[config.mk]
export PLATFORM = sky130hd
export DESIGN_NAME = button_press_classifier_unit
export DESIGN_NICKNAME = d
export VERILOG_FILES = /design/src/hdl/bpc_pkg.sv /design/src/hdl/bpc_button.sv /design/src/hdl/button_press_classifier_unit.sv
export SDC_FILE = /design/constraint.sdc
export NUM_CORES = 1
export LEC_CHECK = 0
export ABC_AREA = 1
export BUFFER_PORTS_ARGS = -buffer_cell sky130_fd_sc_hd__buf_2
export CORE_AREA = 2 2 113 115
export DETAILED_ROUTE_END_ITERATION = 10
export DIE_AREA = 0 0 115 117
export GPL_ROUTABILITY_DRIVEN = 0
export PLACE_DENSITY = 0.59
export SYNTH_ARGS = -nofsm -noshare
export SYNTH_HDL_FRONTEND = slang
export SYNTH_SLANG_ARGS = --single-unit
[constraint.sdc]
create_clock -name clk -period 3.2 [get_ports clk]
set_input_delay 0.96 -clock clk [delete_from_list [all_inputs] [get_ports clk]]
set_output_delay 0.96 -clock clk [all_outputs]
set_load 0.1 [all_outputs]
[src/hdl/bpc_pkg.sv]
`default_nettype none

package bpc_pkg;

    // hold counter width used when the top level is not overridden
    localparam int COUNT_BITS_DEFAULT = 16;

    // threshold register
    localparam int THR_W = 16;
    localparam logic [THR_W-1:0] THR_RESET = 16'd250;

    // configuration port
    localparam int ADDR_W = 1;
    localparam int DATA_W = 32;
    localparam logic [ADDR_W-1:0] ADDR_LONG_PRESS_TICKS = 1'b0;

    // event codes
    localparam int EV_W = 2;
    localparam logic [EV_W-1:0] EV_NONE  = 2'd0;
    localparam logic [EV_W-1:0] EV_SHORT = 2'd1;
    localparam logic [EV_W-1:0] EV_LONG  = 2'd2;

endpackage

`default_nettype wire

[src/hdl/bpc_button.sv]
`default_nettype none

module bpc_button #(
    parameter int COUNT_BITS = bpc_pkg::COUNT_BITS_DEFAULT
) (
    input  wire logic                          clk,
    input  wire logic                          rst_n,
    input  wire logic                          en,
    input  wire logic                          pressed,
    input  wire logic [bpc_pkg::THR_W-1:0]     long_press_ticks,
    output logic      [bpc_pkg::EV_W-1:0]      press_event
);

    localparam int CMP_W = (COUNT_BITS > bpc_pkg::THR_W) ? COUNT_BITS : bpc_pkg::THR_W;
    localparam logic [COUNT_BITS-1:0] COUNT_MAX = {COUNT_BITS{1'b1}};

    logic                  down_reg;
    logic                  down_next;
    logic                  long_sent_reg;
    logic                  long_sent_next;
    logic [COUNT_BITS-1:0] hold_count_reg;
    logic [COUNT_BITS-1:0] hold_count_next;
    logic [COUNT_BITS-1:0] count_inc;
    logic [CMP_W-1:0]      count_ext;
    logic [CMP_W-1:0]      thr_ext;

    // saturating increment
    assign count_inc = (hold_count_reg == COUNT_MAX) ? hold_count_reg
                                                     : hold_count_reg + COUNT_BITS'(1);
    assign count_ext = CMP_W'(count_inc);
    assign thr_ext   = CMP_W'(long_press_ticks);

    always_comb
    begin
        down_next       = down_reg;
        long_sent_next  = long_sent_reg;
        hold_count_next = hold_count_reg;
        press_event     = bpc_pkg::EV_NONE;
        if (pressed && !down_reg)
        begin
            // press edge starts a new hold
            down_next       = 1'b1;
            long_sent_next  = 1'b0;
            hold_count_next = '0;
        end
        else if (down_reg)
        begin
            hold_count_next = count_inc;
            if (pressed)
            begin
                if (!long_sent_reg && (count_ext > thr_ext))
                begin
                    long_sent_next = 1'b1;
                    press_event    = bpc_pkg::EV_LONG;
                end
            end
            else
            begin
                down_next = 1'b0;
                if (count_ext < thr_ext)
                begin
                    press_event = bpc_pkg::EV_SHORT;
                end
            end
        end
    end

    always_ff @(posedge clk or negedge rst_n)
    begin
        if (!rst_n)
        begin
            down_reg       <= 1'b0;
            long_sent_reg  <= 1'b0;
            hold_count_reg <= '0;
        end
        else if (en)
        begin
            down_reg       <= down_next;
            long_sent_reg  <= long_sent_next;
            hold_count_reg <= hold_count_next;
        end
    end

endmodule

`default_nettype wire

[src/hdl/button_press_classifier_unit.sv]
// button press classifier for two buttons (bit 0 mode, bit 1 start)
// input channel: in_valid / in_stall carrying button_bits, one sample per item
// output channel: out_valid / out_stall carrying mode_event and start_event,
//   each 0 none, 1 short press, 2 long press; every sample gives one result item
// configuration: apb-style port, long_press_ticks at byte address 0; pready is
//   always high, write only while no item is in flight
// path: an item accepted on the input goes to the output through the sample
//   register, then the result register
// throughput: one item per cycle while out_stall is low; the per-button compare
//   and saturating increment sit between the sample and result registers
// stalling: when out_stall holds a result, the sample register still takes one
//   more item; in_stall rises only once both registers are full
// reset: all hold state cleared (both buttons released), no result pending,
//   long_press_ticks back to 250
`default_nettype none

module button_press_classifier_unit #(
    parameter int COUNT_BITS = bpc_pkg::COUNT_BITS_DEFAULT
) (
    input  wire logic                          clk,
    input  wire logic                          rst_n,
    input  wire logic                          in_valid,
    output logic                               in_stall,
    input  wire logic [1:0]                    button_bits,
    output logic                               out_valid,
    input  wire logic                          out_stall,
    output logic      [bpc_pkg::EV_W-1:0]      mode_event,
    output logic      [bpc_pkg::EV_W-1:0]      start_event,
    input  wire logic                          psel,
    input  wire logic                          penable,
    input  wire logic                          pwrite,
    input  wire logic [bpc_pkg::ADDR_W-1:0]    paddr,
    input  wire logic [bpc_pkg::DATA_W-1:0]    pwdata,
    output logic      [bpc_pkg::DATA_W-1:0]    prdata,
    output logic                               pready
);

    logic [bpc_pkg::THR_W-1:0] long_press_ticks_reg;
    logic                      sample_valid_reg;
    logic                      sample_valid_next;
    logic [1:0]                sample_reg;
    logic                      out_valid_reg;
    logic [bpc_pkg::EV_W-1:0]  mode_event_reg;
    logic [bpc_pkg::EV_W-1:0]  start_event_reg;
    logic [bpc_pkg::EV_W-1:0]  mode_ev;
    logic [bpc_pkg::EV_W-1:0]  start_ev;
    logic                      out_ready;
    logic                      advance;
    logic                      in_accept;
    logic                      cfg_write;

    assign pready    = 1'b1;
    assign cfg_write = psel && penable && pwrite;
    assign prdata    = (paddr == bpc_pkg::ADDR_LONG_PRESS_TICKS)
                       ? bpc_pkg::DATA_W'(long_press_ticks_reg) : '0;

    always_ff @(posedge clk or negedge rst_n)
    begin
        if (!rst_n)
        begin
            long_press_ticks_reg <= bpc_pkg::THR_RESET;
        end
        else if (cfg_write && (paddr == bpc_pkg::ADDR_LONG_PRESS_TICKS))
        begin
            long_press_ticks_reg <= pwdata[bpc_pkg::THR_W-1:0];
        end
    end

    // result register free or being emptied this cycle
    assign out_ready         = !out_valid_reg || !out_stall;
    assign advance           = sample_valid_reg && out_ready;
    assign in_stall          = sample_valid_reg && !out_ready;
    assign in_accept         = in_valid && !in_stall;
    assign sample_valid_next = in_accept || (sample_valid_reg && !out_ready);

    always_ff @(posedge clk or negedge rst_n)
    begin
        if (!rst_n)
        begin
            sample_valid_reg <= 1'b0;
            out_valid_reg    <= 1'b0;
        end
        else
        begin
            sample_valid_reg <= sample_valid_next;
            if (out_ready)
            begin
                out_valid_reg <= advance;
            end
        end
    end

    always_ff @(posedge clk)
    begin
        if (in_accept)
        begin
            sample_reg <= button_bits;
        end
        if (advance)
        begin
            mode_event_reg  <= mode_ev;
            start_event_reg <= start_ev;
        end
    end

    bpc_button #(
        .COUNT_BITS (COUNT_BITS)
    ) u_mode (
        .clk              (clk),
        .rst_n            (rst_n),
        .en               (advance),
        .pressed          (sample_reg[0]),
        .long_press_ticks (long_press_ticks_reg),
        .press_event      (mode_ev)
    );

    bpc_button #(
        .COUNT_BITS (COUNT_BITS)
    ) u_start (
        .clk              (clk),
        .rst_n            (rst_n),
        .en               (advance),
        .pressed          (sample_reg[1]),
        .long_press_ticks (long_press_ticks_reg),
        .press_event      (start_ev)
    );

    assign out_valid   = out_valid_reg;
    assign mode_event  = mode_event_reg;
    assign start_event = start_event_reg;

endmodule

`default_nettype wire

; Word level (Yosys, flattened, before mapping)
; Cells that the tools add are included.
[totals]
register_bits = 60
out_inout_bits = 39
wordCells = 82
in_bits = 42
[op_classes]
n_addsub = 2
n_eq_ne = 2
order_cmp = 4
bitwise_logic = 3
n_reduce_logical = 32
muxes = 27
[op_table]
columns = operator, n
row1 = $mux W16, 7
row2 = $add A16 B1 Y16 const B, 2
row3 = $eq A16 B16 Y1 const B, 2
row4 = $gt A16 B16 Y1, 2
row5 = $lt A16 B16 Y1, 2
row6 = $mux W1, 16
row7 = $reduce_bool A2 Y1, 6
row8 = $logic_and A1 B1 Y1, 10
row9 = $logic_not A1 Y1, 8
row10 = $mux W2, 4
row11 = $reduce_and A4 Y1, 2
row12 = $reduce_and A2 Y1, 2
row13 = $reduce_or A2 Y1, 2
row14 = $not A1 Y1, 3
row15 = $logic_or A1 B1 Y1, 2

; Logic depth before layout (Yosys ltp)
[depth]
depth_word = 8
mapped_depth = 19
depth_no_buf = 19

; By module
; A second synthesis with hierarchy kept.
[hier_totals]
cells_unflattened = 600
hier_area_um2 = 4394.2
[modules_own_cells]
columns = module, n_inst, cells_per_inst, area_each_um2, seq_area_each_um2
row1 = bpc_button (u_start), 1, 225, 1599.0, 450.4
row2 = bpc_button (u_mode), 1, 234, 1584.0, 450.4
row3 = button_press_classifier_unit, 1, 141, 1211.2, 638.1

; Worst setup path after synthesis
; Ideal clock, no wire load.
[synth_path]
path_kind = input to output
start = input paddr
end = output prdata[10] in the netlist's numbering
n_path_buf = 2
arrival_time_ns = 2.581
t_required_ns = 2.240
path_slack_ns = -0.341
cell_stages = 3
cell_sequence = buf_2 -> clkbuf_1 -> nor2_1
[synth_via]
elab_chain_cells = 1
[synth_rtl]
columns = item, line_no
row1 = start: declaration, button_press_classifier_unit.sv:32  ; input wire logic [bpc_pkg::ADDR_W-1:0] paddr,
row2 = $mux W16, button_press_classifier_unit.sv:55  ; ? bpc_pkg::DATA_W'(long_press_ticks_reg) : '0;
row3 = end: declaration, button_press_classifier_unit.sv:34  ; output logic [bpc_pkg::DATA_W-1:0] prdata,
; No other way between the ends.

; Worst setup path after layout
[layout_path]
start = register u_mode.hold_count_reg[1]
end = register mode_event_reg (netlist bit mode_event[1]) (data pin)
[layout_via]
elab_chain_cells = 6
elab_cells_between_ends = 7
classes_between = 1 x add/sub / 1 x order compare / 1 x eq/ne / 3 x mux / 1 x reduce/logical
[layout_rtl]
columns = item, line_no
row1 = start: declaration, bpc_button.sv:21  ; logic [COUNT_BITS-1:0] hold_count_reg;
row2 = start signal: assignment, bpc_button.sv:80  ; hold_count_reg <= hold_count_next;
row3 = $add A16 B1 Y16 or $eq A16 B16 Y1 (tied branches), "bpc_button.sv:29, bpc_button.sv:28"
row4 = $mux W16 (*), bpc_button.sv:28  ; assign count_inc = (hold_count_reg == COUNT_MAX) ? hold_count_reg
row5 = $gt A16 B16 Y1 (*), bpc_button.sv:51  ; if (!long_sent_reg && (count_ext > thr_ext))
row6 = $logic_and A1 B1 Y1 (*), bpc_button.sv:51
row7 = $mux W2 (*), bpc_button.sv:51
row8 = $mux W2 (*), bpc_button.sv:49  ; if (pressed)
row9 = end signal: assignment, button_press_classifier_unit.sv:101  ; mode_event_reg <= mode_ev;
row10 = end: declaration, button_press_classifier_unit.sv:43  ; logic [bpc_pkg::EV_W-1:0] mode_event_reg;
; Mark *: on every way between the ends. The rest lies on a longest branch, timed or not.
; A chain may end at the register's enable or synchronous reset.

==> results.sh <==
export IMPL_area_delta_synth_final_pct=14.9
export IMPL_p_leak_nw=2.59
export IMPL_period_share_pct=87.3
export IMPL_dr_pass1_iters=5
export IMPL_synth_area_per_cell_sq_um=7.36
export IMPL_synthesis_area_sq_um=4160
export IMPL_numCtsBuffers=9
export IMPL_post_cts_setup_buffer_count=0
export IMPL_cp_arrival_ps=2890
export IMPL_ys_types=35
export IMPL_io_pins=81
export IMPL_fin_ws_ps=408
export IMPL_synth_main_ff_cell="dfrtp_1"
export IMPL_synth_seq_cells=60
export IMPL_netlist_instances=565
export IMPL_synth_common_cells="159 x nand2_1, 80 x nor2_1, 66 x inv_1, 48 x dfrtp_1, 34 x ha_1"
export IMPL_ys_top_cells_by_area="dfrtp_1 29%, nand2_1 14%, ha_1 10%"
export IMPL_finClkSkew_ps=5.40
export IMPL_drt_wl_total_um=10200
export IMPL_clock_latency_ps=340
export IMPL_grt_max_degree=33
export IMPL_port_buffers=47
export IMPL_wl_per_cell_um=13.2
export IMPL_path_delay_family="simple AND/OR/NAND/NOR gates"
export IMPL_p_per_area_nw_per_um2=547
export IMPL_post_place_ws_ps=428
export IMPL_drc=0
export IMPL_critical_path_cell_chain="ha_1 > nand2_1 > inv_1 > nand3b_1 > nor2_1 > nand2_1 > nor2_2 > nand2_1 > nand3_1 > ha_1 > nand2_1 > inv_1 > nor2_1 > o21ai_0 > a21oi_1 > nand2_1 > nand2_1 > nor2_1"
export IMPL_fin_total_pwr_mw=2.62
export IMPL_async_flop_share_pct=90.0
export IMPL_grt_pass1_wl_um=17000
export IMPL_antenna_found_initial=1
export IMPL_crit_required_ps=3290
export IMPL_cts_resized_gates=0
export IMPL_cts_root_buf="clkbuf_16"
export IMPL_drv_cap=0
export IMPL_start_kind="flop"
export IMPL_grt_ovfl_total=0
export IMPL_clock_path_buffers=2
export IMPL_nNetsFinal=694
export IMPL_cp_slowest_cell="dfrtp_1"
export IMPL_rows=41
export IMPL_cp_end_kind="flop"
export IMPL_cpMostUsedCell="nand2_1"
export IMPL_hold_viol=0
export IMPL_synthMostInstantiatedCell="nand2_1"
export IMPL_track_usage_pct=16.4
export IMPL_crit_type="reg -> reg"
export IMPL_critPathBufInv=2
export IMPL_grt_setup_unrepaired="no"
export IMPL_critical_path_peak_fanout=4
export IMPL_peakVddDrop_uv=441
export IMPL_slowest_delay_ps=400
export IMPL_synth_edf_count=6
export IMPL_maxSlewViolCount=0
export IMPL_ys_seq_area_share_pct=37.0
export IMPL_die_h_um=117
export IMPL_hold_class="reg -> reg"
export IMPL_synth_top_area_cell="dfrtp_1"
export IMPL_start_util_pct=33.8
export IMPL_clock_sinks=60
export IMPL_status="finished, final reports clean"
export IMPL_yosys_area_top_type_share_pct=28.9
export IMPL_stdcell_area_sq_um=4780
export IMPL_viasPerCell=4.67
export IMPL_hold_buffers=0
export IMPL_num_vias=3612
export IMPL_dpl_cell_area_sq_um=4510
export IMPL_max_freq_mhz=358
export IMPL_antenna_left=0
export IMPL_drt_iter0_markers=183
export IMPL_h_tree_depth=3
export IMPL_hpwlAfterDp_um=7920
export IMPL_layout_drive_gt1_share_pct=15.7
export IMPL_core_sq_um=12300
export IMPL_setup_viol=0
export IMPL_path_clk_slew_ps=50
export IMPL_period_needed_ps=2790
export IMPL_finalSetupTns_ps=0
export IMPL_yosysWarnings=0
export IMPL_dieArea_sq_um=13500
export IMPL_grt_pass1_vias=3558
export IMPL_final_util_pct=38.8
export IMPL_cts_tree="done"
export IMPL_die_x_um=115
[area by class of cell]
class	count	area [sq um]
diodes	1	2.50
well taps	150	188
repair buffers	52	273
inverters	71	267
clock inverters	2	10.0
fillers	1308	7530
clock buffers	14	264
flip-flops and latches	60	1540
multi-input cells	424	2240
[tightest hold or removal path: cells and delay by family, from the launching register on]
family          cells  cell delay, ps
compound gates      1              80
simple gates        1              60
flops               1             330
[cells in the final DEF (no fill, tap or decap), drive strengths merged, types with 2 or more instances in the layout]
| cell type | count |
|---|---|
| nand3 | 12 |
| xor2 | 20 |
| nor2 | 85 |
| clkbuf | 14 |
| o21ai | 21 |
| edfxtp | 6 |
| inv | 71 |
| conb | 17 |
| a21o | 2 |
| o21a | 2 |
| ha | 34 |
| nand4 | 10 |
| dfstp | 6 |
| buf | 52 |
| nand2 | 171 |
| nand3b | 4 |
| o22ai | 3 |
| dfrtp | 48 |
| clkinv | 2 |
| xnor2 | 2 |
| nor3 | 8 |
| a21oi | 29 |
[layer usage]
layer  routed length, um  GRT usage, %  up-vias
met2                4640          25.7      102
li1                    -             -     1853
met5                   0             0        -
met4                 248          6.91        0
met1                4690          21.2     1636
met3                 616          4.79       21
[through the flow]
step / hold WS (ps) / cells
floorplan: 466 / 580
global placement: 487 / 757
detailed placement: 492 / 757
CTS: 509 / 773
global route: 552 / 773
finish: 505 / 774
[path summary, 6_finish.rpt]
kind                                          start                        end  slack [ps]  cells past startpoint
max                        u_mode.hold_count_reg[1]              mode_event[1]         410                     18
min                            u_mode.long_sent_reg       u_mode.long_sent_reg         510                      2
max reg2reg                u_mode.hold_count_reg[1]              mode_event[1]         410                     18
min reg2reg                    u_mode.long_sent_reg       u_mode.long_sent_reg         510                      2
max in group asynchronous                     rst_n    long_press_ticks_reg[6]        2200                      2
min in group asynchronous                     rst_n  u_start.hold_count_reg[3]         620                      2
[report_power, final]
group,internal (mW),switching [mW],total (mW)
combinational,0.182,0.632,0.814
sequential,0.859,0.0489,0.907
clock,0.563,0.331,0.895
total,1.60,1.01,2.62
[cell families after synthesis]
| kind of cell | share of synthesized area, % |
|---|---|
| compound gates | 7.73 |
| xor+xnor | 4.63 |
| fa+ha+maj | 10.2 |
| simple gates | 29.7 |
| buf+inv | 10.6 |
| flops | 37.0 |
| other cells | 0.181 |
Power figures use the tool's default switching activity.
